==> config.mk <==
export PLATFORM = sky130hd
export DESIGN_NAME = emln_div_cell
export DESIGN_NICKNAME = d
export VERILOG_FILES = /design/src/rtl/emln_pkg.sv /design/src/rtl/emln_div_cell.sv
export SDC_FILE = /design/constraint.sdc
export NUM_CORES = 1
export LEC_CHECK = 0
export ABC_CLOCK_PERIOD_IN_PS = 3300
export BUFFER_PORTS_ARGS = -buffer_cell sky130_fd_sc_hd__buf_2
export CAP_MARGIN = 15
export CORE_AREA = 2 2 141 143
export CTS_CLUSTER_DIAMETER = 60
export CTS_CLUSTER_SIZE = 40
export DETAILED_ROUTE_END_ITERATION = 8
export DIE_AREA = 0 0 143 145
export GPL_ROUTABILITY_DRIVEN = 0
export PLACE_DENSITY = 0.79
export SYNTH_ARGS = -nofsm -noshare
export SYNTH_HDL_FRONTEND = slang
export SYNTH_SLANG_ARGS = --single-unit
export TNS_END_PERCENT = 100
==> constraint.sdc <==
create_clock -name aclk -period 3.3 [get_ports aclk]
set_input_delay 0.825 -clock aclk [delete_from_list [all_inputs] [get_ports aclk]]
set_output_delay 0.825 -clock aclk [all_outputs]
set_load 0.005 [all_outputs]
==> src/rtl/emln_pkg.sv <==
// ----------------------------------------------------------------------------
// emln_pkg
// Shared types and constants for the edge midpoint / length / normal block.
// ----------------------------------------------------------------------------
package emln_pkg;

    // Control that travels along the cell chain with every transaction.
    typedef struct packed {
        logic en;     // chain advance enable
        logic valid;  // this stage holds a transaction
    } cell_ctrl_t;

    // Low bits of the square-root trial value: (root << 2) | 1.
    localparam logic [1:0] SQRT_TRIAL_TAIL = 2'b01;

endpackage

==> src/rtl/emln_div_cell.sv <==
// ----------------------------------------------------------------------------
// emln_div_cell
// One quotient bit of the two tangent divisions (x and y share the divisor).
// ----------------------------------------------------------------------------
module emln_div_cell
    import emln_pkg::*;
#(
    parameter int LenW  = 33,
    parameter int QuoW  = 17,
    parameter int SideW = 8,
    parameter bit First = 1'b0   // integer step: no shift of the remainder
) (
    input  logic               aclk,
    input  logic               aresetn,
    input  cell_ctrl_t         ctrl_in,
    input  logic [LenW-1:0]    den_in,
    input  logic [LenW:0]      rem_x_in,
    input  logic [LenW:0]      rem_y_in,
    input  logic [QuoW-1:0]    quo_x_in,
    input  logic [QuoW-1:0]    quo_y_in,
    input  logic [SideW-1:0]   side_in,
    output logic               valid_out,
    output logic [LenW-1:0]    den_out,
    output logic [LenW:0]      rem_x_out,
    output logic [LenW:0]      rem_y_out,
    output logic [QuoW-1:0]    quo_x_out,
    output logic [QuoW-1:0]    quo_y_out,
    output logic [SideW-1:0]   side_out
);

    logic               valid_reg;
    logic [LenW-1:0]    den_reg;
    logic [LenW:0]      rem_x_reg, rem_x_next, rem_y_reg, rem_y_next;
    logic [QuoW-1:0]    quo_x_reg, quo_x_next, quo_y_reg, quo_y_next;
    logic [SideW-1:0]   side_reg;
    logic [LenW:0]      sh_x, sh_y, den_ext;

    always_comb begin
        den_ext = {1'b0, den_in};
        sh_x    = First ? rem_x_in : {rem_x_in[LenW-1:0], 1'b0};
        sh_y    = First ? rem_y_in : {rem_y_in[LenW-1:0], 1'b0};
        if (sh_x >= den_ext) begin
            rem_x_next = sh_x - den_ext;
            quo_x_next = {quo_x_in[QuoW-2:0], 1'b1};
        end else begin
            rem_x_next = sh_x;
            quo_x_next = {quo_x_in[QuoW-2:0], 1'b0};
        end
        if (sh_y >= den_ext) begin
            rem_y_next = sh_y - den_ext;
            quo_y_next = {quo_y_in[QuoW-2:0], 1'b1};
        end else begin
            rem_y_next = sh_y;
            quo_y_next = {quo_y_in[QuoW-2:0], 1'b0};
        end
    end

    always_ff @(posedge aclk) begin
        if (!aresetn) begin
            valid_reg <= 1'b0;
        end else if (ctrl_in.en) begin
            valid_reg <= ctrl_in.valid;
        end
    end

    always_ff @(posedge aclk) begin
        if (ctrl_in.en) begin
            den_reg   <= den_in;
            rem_x_reg <= rem_x_next;
            rem_y_reg <= rem_y_next;
            quo_x_reg <= quo_x_next;
            quo_y_reg <= quo_y_next;
            side_reg  <= side_in;
        end
    end

    assign valid_out = valid_reg;
    assign den_out   = den_reg;
    assign rem_x_out = rem_x_reg;
    assign rem_y_out = rem_y_reg;
    assign quo_x_out = quo_x_reg;
    assign quo_y_out = quo_y_reg;
    assign side_out  = side_reg;

endmodule

==> run summary <==
min Tclk post-route: 3.23 ns
XOR/XNOR share of the synthesized area: 5.44%
TritonCTS clock tree: yes
Hold WS: 0.519 ns
Final Non-Filler Cells: 1577
synthesized flop and latch total: 144
share of cells above drive strength 1: 41.8%
maximum VDD drop: 0.000352 V
detailed-route via count: 8245
Core Region: 0.0192 mm2
measured slew at the worst slew-check pin: 0.485 ns
initial antenna violation count: 6
P&R area growth vs syn: 42.5%
gate count after technology mapping: 827
Hold Violations, Final: 0
die width: 143 um
Data arrival, critical path: 3.39 ns
hold path cells: 2
Total Routed Length: 26100 um
total clock sinks: 144
Power Total: 5820 uW
clk_lat worst skew: 0.42 ns
1st-pass router iterations: 5
kind of end point of the critical path: flip-flop
Routed Antenna Nets: 0
largest net degree at the start of global routing: 64
initial cell density of the core: 46.1%
hold endpoint: valid_out
WP buf/inv: 3
Worst Hold Class: reg2reg
Setup Crit Path Kind: in2reg
first-pass GRT wire length: 40400 um
CP max-delay cell: fa_1
yosys warns: 0
fin. max-slew vios: 0
top_reg_cell synth: edfxtp_1
Syn Area/Cell: 10.7 um2
Layout Nets: 1512
Slew Limit Headroom: 67.3%
Worst path most repeated cell: buf_4
status: finished, final reports clean
Leakage: 0.00587 uW
commonest non-fill, non-tap cell in the layout: buf_2
type of origin of the critical path: primary input
multiplexer share of the synthesized area: 1.75%
Tcrit/Tclk final: 97.8%
compound-cell area share of the yosys netlist: 18.9%
PD cells: 462 mW/mm2
Syn Nets: 1042
reg-to-reg slack, setup: 2.71 ns
Synth async-reset ratio: 0%
Fmax: 0.310 GHz
WL per Instance: 16.5 um
Die ar.: 0.0207 mm2
Yosys cell types: 73
DRC Markers: 0
adder-cell share of the synthesized area: 9.78%
family with the most delay on the worst path: simple AND/OR/NAND/NOR gates
Overall Global Routing Usage: 24.7%
H-tree levels: 4
Post-synth EDFFs: 143
Final Setup Violations: 0
dpl cells: 1540
critical path, cell by cell: buf_2 > buf_4 > fa_1 > nor2b_1 > o2111ai_2 > nand4_1 > a21bo_2 > and4_4 > a211oi_4 > o21ai_4 > buf_4 > mux2_1
sequential area share after synthesis: 48.7%
CTS Buf Count: 17
buffer depth of the longest clock path: 2
Maximum Capacitance Violations: 0
worst clock skew: 0 ns
most frequent cells in the layout: 285 x buf_2, 187 x buf_4, 143 x edfxtp_1, 82 x a21oi_1, 68 x nand2_1
vias in the first global route: 8245
CTS root buffer: clkbuf_16
largest family of logic cells by synthesized area: compound AO/OA/AOI/OAI gates
# port buffers: 286
Site Rows: 51
clock-pin transition on the worst setup and hold timing paths: 0.06 ns
post-DP HPWL: 20800 um
I/O pin total: 291
simple-gate share of the synthesized area: 12.0%
routed vias/inst: 5.23
chip height: 145 um
R2R depth: 2
Worst path max stage delay: 0.44 ns
Detailed Route Iter0 Violations: 425
HP Start: valid_out
Fillers: 1517
post-synthesis cell area: 0.00885 mm2
CP required: 3.46 ns
global route overflow: 0
reg-to-reg endpoint: valid_out
worst r2r src: valid_out
Max FO, Critical Path: 13
## Yosys cell counts, types with 8 or more instances
master / count / area, um2
edfxtp_1: 143 / 4290
a21oi_1: 85 / 425
nand2_1: 68 / 255
ha_1: 66 / 826
nor2_1: 54 / 203
inv_1: 51 / 191
o21ai_0: 51 / 255
a21o_1: 36 / 270
xnor2_1: 32 / 280
xor2_1: 23 / 201
clkbuf_1: 17 / 63.8
nor3_1: 15 / 75.1
nand3_1: 13 / 65.1
nand2b_1: 12 / 75.1
nand4_1: 11 / 68.8
nor2b_1: 10 / 62.6
a211o_1: 8 / 70.1
## area by class of cell
| class | instances | area, um2 | share of cell area, % |
|---|---|---|---|
| clock buffers | 18 | 429 | 3.40 |
| flip-flops and latches | 144 | 4310 | 34.2 |
| diodes | 2 | 5.00 | 0.0397 |
| clock inverters | 14 | 121 | 0.962 |
| well taps | 265 | 332 | 2.63 |
| multi-input cells | 607 | 4320 | 34.2 |
| inverters | 51 | 191 | 1.52 |
| repair buffers | 476 | 2900 | 23.0 |
## through the flow
| step | instance area [um2] | util [%] | worst slack, ns | TNS (ns) |
|---|---|---|---|---|
| 3_3_place_gp | 12000 | 62.4 | -0.427 | -14.13 |
| 6_report | 12600 | 65.7 | 0.0734 | 0 |
| 4_1_cts | 12500 | 65.2 | 0.0495 | 0 |
| 5_1_grt | 12600 | 65.6 | -0.0151 | -0.0151 |
| 3_5_place_dp | 12000 | 62.4 | -0.388 | -15.52 |
| 2_1_floorplan | 8870 | - | 0.00133 | 0 |
## layer usage
layer	track usage [%]	wire length, um	vias to the layer above
met1	29.8	10600	3843
met4	8.07	576	6
met5	0	41	-
met3	5.81	1890	48
met2	43.3	12900	320
li1	-	-	4028
## kinds of logic after synthesis
| group | Yosys count |
|---|---|
| compound gates | 253 |
| simple gates | 217 |
| flops | 144 |
| buf+inv | 76 |
| fa+ha+maj | 68 |
| xor+xnor | 55 |
| mux | 14 |
## flip-flops by register name (all words and copies together), names as in the netlist
register / count
den_out: 33
side_out: 8
valid_out: 1
rem_y_out: 34
quo_y_out: 17
rem_x_out: 34
quo_x_out: 17
## where the power goes
part | total (uW) | internal (uW) | leakage [uW] | switching [uW]
sequential | 2330 | 2280 | 0.00141 | 49.5
clock | 1830 | 987 | 0.000255 | 840
combinational | 1670 | 828 | 0.00420 | 840
total | 5820 | 4090 | 0.00587 | 1730
## worst max path at each step
stage               startpoint       endpoint  cells past startpoint
global placement     den_in[4]  rem_x_out[29]                     12
floorplan            den_in[9]  rem_x_out[31]                     10
CTS                  den_in[4]  rem_x_out[29]                     12
detailed placement   den_in[6]  rem_y_out[33]                     14
finish               den_in[0]   rem_y_out[7]                     12
global route         den_in[8]  rem_y_out[33]                     14
## worst min-delay path, cell delays in order (launching register included)
cell     delay (ns)
dfxtp_1        0.32
mux2i_1        0.07
nor2b_1        0.10
## timing repair
| item | CTS | global route |
|---|---|---|
| setup buffers | 0 | 3 |
| endpoints found under the setup margin | 0 | 17 |
| resized for setup | 0 | 12 |
| hold endpoints to repair | 0 | 0 |
| hold buffers | 0 | 0 |
(Power assumes the default switching activity.)
