File: src/rtl/emln_pkg.sv
// ----------------------------------------------------------------------------
// emln_pkg
// Shared types and constants for the edge midpoint / length / normal block.
// ----------------------------------------------------------------------------
package emln_pkg;

    // Control that travels along the cell chain with every transaction.
    typedef struct packed {
        logic en;     // chain advance enable
        logic valid;  // this stage holds a transaction
    } cell_ctrl_t;

    // Low bits of the square-root trial value: (root << 2) | 1.
    localparam logic [1:0] SQRT_TRIAL_TAIL = 2'b01;

endpackage

File: src/rtl/emln_sqrt_cell.sv
// ----------------------------------------------------------------------------
// emln_sqrt_cell
// One digit of the restoring integer square root; one root bit per cell.
// ----------------------------------------------------------------------------
module emln_sqrt_cell
    import emln_pkg::*;
#(
    parameter int RootW = 33,
    parameter int SideW = 8
) (
    input  logic                   aclk,
    input  logic                   aresetn,
    input  cell_ctrl_t             ctrl_in,
    input  logic [2*RootW-1:0]     rad_in,
    input  logic [RootW+2:0]       rem_in,
    input  logic [RootW-1:0]       root_in,
    input  logic [SideW-1:0]       side_in,
    output logic                   valid_out,
    output logic [2*RootW-1:0]     rad_out,
    output logic [RootW+2:0]       rem_out,
    output logic [RootW-1:0]       root_out,
    output logic [SideW-1:0]       side_out
);

    localparam int RemW = RootW + 3;

    logic                 valid_reg;
    logic [2*RootW-1:0]   rad_reg,  rad_next;
    logic [RemW-1:0]      rem_reg,  rem_next;
    logic [RootW-1:0]     root_reg, root_next;
    logic [SideW-1:0]     side_reg;
    logic [RemW-1:0]      rem_sh;
    logic [RemW-1:0]      trial;

    always_comb begin
        // bring down the next two radicand bits
        rem_sh   = {rem_in[RemW-3:0], rad_in[2*RootW-1 -: 2]};
        trial    = {1'b0, root_in, SQRT_TRIAL_TAIL};
        rad_next = {rad_in[2*RootW-3:0], 2'b00};
        if (rem_sh >= trial) begin
            rem_next  = rem_sh - trial;
            root_next = {root_in[RootW-2:0], 1'b1};
        end else begin
            rem_next  = rem_sh;
            root_next = {root_in[RootW-2:0], 1'b0};
        end
    end

    always_ff @(posedge aclk) begin
        if (!aresetn) begin
            valid_reg <= 1'b0;
        end else if (ctrl_in.en) begin
            valid_reg <= ctrl_in.valid;
        end
    end

    always_ff @(posedge aclk) begin
        if (ctrl_in.en) begin
            rad_reg  <= rad_next;
            rem_reg  <= rem_next;
            root_reg <= root_next;
            side_reg <= side_in;
        end
    end

    assign valid_out = valid_reg;
    assign rad_out   = rad_reg;
    assign rem_out   = rem_reg;
    assign root_out  = root_reg;
    assign side_out  = side_reg;

endmodule

File: config.mk
export PLATFORM = sky130hd
export DESIGN_NAME = emln_sqrt_cell
export DESIGN_NICKNAME = d
export VERILOG_FILES = /design/src/rtl/emln_pkg.sv /design/src/rtl/emln_sqrt_cell.sv
export SDC_FILE = /design/constraint.sdc
export NUM_CORES = 1
export LEC_CHECK = 0
export BUFFER_PORTS_ARGS = -buffer_cell sky130_fd_sc_hd__buf_2
export CAP_MARGIN = 30
export CORE_ASPECT_RATIO = 0.6
export CORE_MARGIN = 1
export CORE_UTILIZATION = 52
export CTS_BUF_LIST = sky130_fd_sc_hd__clkbuf_16
export CTS_CLUSTER_SIZE = 28
export DETAILED_ROUTE_END_ITERATION = 12
export GPL_TIMING_DRIVEN = 0
export PLACE_DENSITY = 0.86
export SYNTH_ARGS = -nofsm -noshare
export SYNTH_HDL_FRONTEND = slang
export SYNTH_SLANG_ARGS = --single-unit
File: constraint.sdc
create_clock -name aclk -period 5.35 [get_ports aclk]
set_input_delay 0 -clock aclk [delete_from_list [all_inputs] [get_ports aclk]]
set_output_delay 0 -clock aclk [all_outputs]
set_load 0.005 [all_outputs]
==> results <==
- Along the worst hold path, the cell count comes to 1.
- The die outline width is 151.1 microns.
- After synthesis the netlist holds a flip-flop and latch count of ~140.
- In this run the remaining antenna-violating nets after routing total 0.
- In this run, placement finished with an instance count of 951.
- The maximum single-stage delay on the critical path is 0.58 ns.
- The gate count after technology mapping is 493.
- Counting every sink on the clock net gives around 140.
- The worst setup path category is primary input to flip-flop.
- The clock slew at the register clock pins of the worst setup and hold paths is 0.07 ns.
- Traced cell by cell, the critical path runs through dlygate4sd3_1 > buf_2 > ha_1 > a21oi_1 > o21ai_0 > o31ai_2 > a2bb2oi_1 > a21oi_1 > a311o_1 > or2_0 > o21ai_0.
- Counting instances in the post-synthesis netlist gives the leading cell types as edfxtp_1 (141), inv_1 (47), ha_1 (35).
- In the synthesized netlist the async set-or-reset flop fraction comes to 0%.
- The number of iterations in the first detailed-routing pass is 5.
- The via count is 6123.
- Detailed placement ended at an HPWL of 13.30 mm.
- The worst register-to-register path begins at valid_out.
- The sort of element at the end of the critical path is a flip-flop.
- The normalized max-slew margin is 60.87%.
- After synthesis, the cell types taking the most area are edfxtp_1 (61%), ha_1 (6.3%), mux2_4 (5.6%).
- The height of the die is 91.44 microns.
- The non-filler instance count after layout is 1126.
- In this run the count of I/O pins placed on the die edge is roughly 290.
- The type of element launching the critical path is a primary input.
- The initial cell density of the core is around 54%.
- After layout, the design draws a total of ~3300 uW.
- TritonCTS built the clock tree.
- The class of the worst hold path is primary input to flip-flop.
- The number of enable-type register cells in the synthesized netlist is 141.
- The synthesized area divided by synthesized cell count is 14.06 sq um.
- The path with the worst hold slack has its endpoint at rad_out[54].
- Counting distinct cell types in the post-synthesis netlist gives 65.
- The number of DRC markers in iteration 0 is 428.
- The peak supply drop is 0.2576 mV.
- The cell family contributing the most delay on the critical path is compound AO/OA/AOI/OAI gates.
- The die area is 13810 sq um.
- For this block, the routed nets add up to 22.93 mm of wire.
- The number of max-slew violations in the final report is 0.
- The detail-routed net length per standard cell is 20.36 microns.
- For this design the ratio of total power to cell area is about 300 nW/um^2.
- Summed over its instances, the top area cell type makes up 61.07% of the synthesized netlist area.
- Setup repair after global routing left no endpoint under its margin.
- The via count of the first global-routing pass came to approximately 6400.
- Entering global routing, the biggest net connects 95 pins.
- The final-report setup violation count is 0.
- The worst path required time is 5.59 ns.
- The post-route fraction of the period consumed by the critical path is 62.06%.
- The startpoint of the most critical hold path is ctrl_in[1].
- The cell with the most instances after synthesis is edfxtp_1.
- The area of the placeable core is 12930 sq um.
- The end of the worst register-to-register path is valid_out.
- Setup slack on the worst reg-to-reg path comes out at roughly 4.2 ns.
- The number of antenna violations at the first check in global routing is 2.
- The clock period could shrink to 3.320 ns.
- The total CTS buffers is 17.
- Adding up every negative setup slack in the final design gives 0 ns.
- The buffer cell driving the clock tree root is clkbuf_16.
- Routability-driven placement finished with a final weighted congestion of 0.8879.
- The number of buffers and inverters on the critical path is 2.
- The transition time of the tightest slew-check pin is 0.5870 ns.
- The arrival time at the worst endpoint is 3.56 ns.
- The run finished with clean final reports.
- The most frequently used flop master after synthesis is edfxtp_1.
- The number of buffers on the longest clock path is 2.
- Clock latency on the worst-skew pair, taken at its later pin, is 0.42 ns.
- The synthesized netlist occupies a cell area of about 6900 sq um.
- Summing the sequential cell areas from Yosys gives around 60% of the chip area.
- For this design the static power due to leakage is approximately 0.0048 uW.
- The first global-routing pass estimated 33.51 mm of wire.
- The area growth from synthesis to layout is 52.93%.
- The Yosys step of the flow raised 0 warnings.
- The setup clock skew after layout is 0 ns.
- The clock tree synthesis step divided the H-tree into 4 levels.
- The slowest stage of the critical path is the o31ai_2 cell.
- The number of nets in the layout is 1123.
- The maximum operating frequency is 301.2 MHz.
- The fraction of final layout cells with drive strength greater than 1 is 39.73%.
- The critical-path maximum fanout is 6.
- The placement row count is 32.
- The worst reg2reg path depth is 3.
- The final count of hold timing violations was 0.
- The total overflow left after global routing is 0.
- For this run, design rule violations remaining after detail routing come to 0.
- Port buffering added about 290 buffers.
- Global routing used about 34% of the available tracks.
- The number of maximum-capacitance violations is 0.
- The leading area contributor after synthesis is edfxtp_1.
- Using the TritonRoute via totals, the vias-per-cell ratio works out to 5.438.
==> layout by cell type (no fill, tap or decap), types with 7 or more instances in the layout <==
master | synthesis | layout
a21o_1 | 9 | 9
a21oi_1 | 30 | 30
buf_2 | 2 | 287
clkbuf_16 | 0 | 17
dlygate4sd3_1 | 0 | 141
edfxtp_1 | 141 | 141
ha_1 | 35 | 35
inv_1 | 47 | 47
mux2_4 | 26 | 26
nand2_1 | 27 | 27
nand3_1 | 9 | 9
nand4_1 | 7 | 7
nor2_1 | 15 | 15
nor3_1 | 7 | 7
o21ai_0 | 18 | 18
xnor2_1 | 18 | 18
xor2_1 | 13 | 13
==> cells by family after synthesis <==
logic type / share of synthesized area (%)
AOI/OAI and AO/OA: 10.34
xor gates and xnor gates: 3.916
adders and majority gates: 6.317
buffers and inverters: 4.313
DFF: 61.36
muxes: 7.020
other: 0.05409
and+or+nand+nor: 6.678
==> registers in the layout, indices dropped and copies added (netlist names) <==
| name | flops |
|---|---|
| root_out | 33 |
| side_out | 8 |
| valid_out | 1 |
| rem_out | 36 |
| rad_out | 64 |
==> where the power goes <==
group	switching (uW)	internal, uW	leakage (uW)
clock	560	618	0.000274
combinational	337	368	0.00312
sequential	36.4	1360	0.00139
total	934	2340	0.00478
==> cell type report <==
class,count,area (sq um)
Fill cell,697,2330
Clock buffer,17,425.4
Buffer,11,111.4
Clock inverter,15,146.4
Multi-Input combinational cell,293,2384
Inverter,48,187.7
Sequential cell,142,4254
Antenna cell,2,5.005
Tap cell,170,212.7
Timing Repair Buffer,428,2877
==> through the flow <==
| step | setup WS (ns) | hold WS [ns] | util, % | cell area, sq um |
|---|---|---|---|---|
| detailed placement | 2.225 | 0.1783 | 66.61 | 8615 |
| CTS | 2.110 | 0.0009417 | 81.95 | 10600 |
| global route | 1.860 | 0.01143 | 81.99 | 10600 |
| finish | 2.030 | 0.009163 | 81.99 | 10600 |
| floorplan | 2.664 | 0.09887 | - | 6937 |
| global placement | 2.268 | 0.1770 | 66.35 | 8581 |
==> timing repair <==
action | CTS | global route
buffers inserted | 0 | 0
hold buffers | 141 | 0
endpoints found under the hold margin | 140 | 0
gates resized for setup | 0 | 0
==> worst max path at each step <==
stage	startpoint	end	depth (start not counted)
2_1_floorplan	root_in[1]	rem_out[10]	12
3_3_place_gp	root_in[1]	rem_out[23]	13
3_5_place_dp	root_in[6]	rem_out[35]	11
4_1_cts	rem_in[6]	rem_out[35]	11
5_1_grt	root_in[6]	rem_out[35]	12
6_report	rem_in[6]	rem_out[35]	11
==> routing by layer <==
layer  vias up  routed length (microns)  track usage (%)  share of wire [%]
met2       378                    11610            59.90                 51
met3        84                     1792            7.035                7.8
li1       2746                        -                -                  -
met5         -                        0                0                  0
met4         0                     1108            17.92                4.8
met1      2915                     8418            37.45                 37
(Power assumes the default switching activity.)
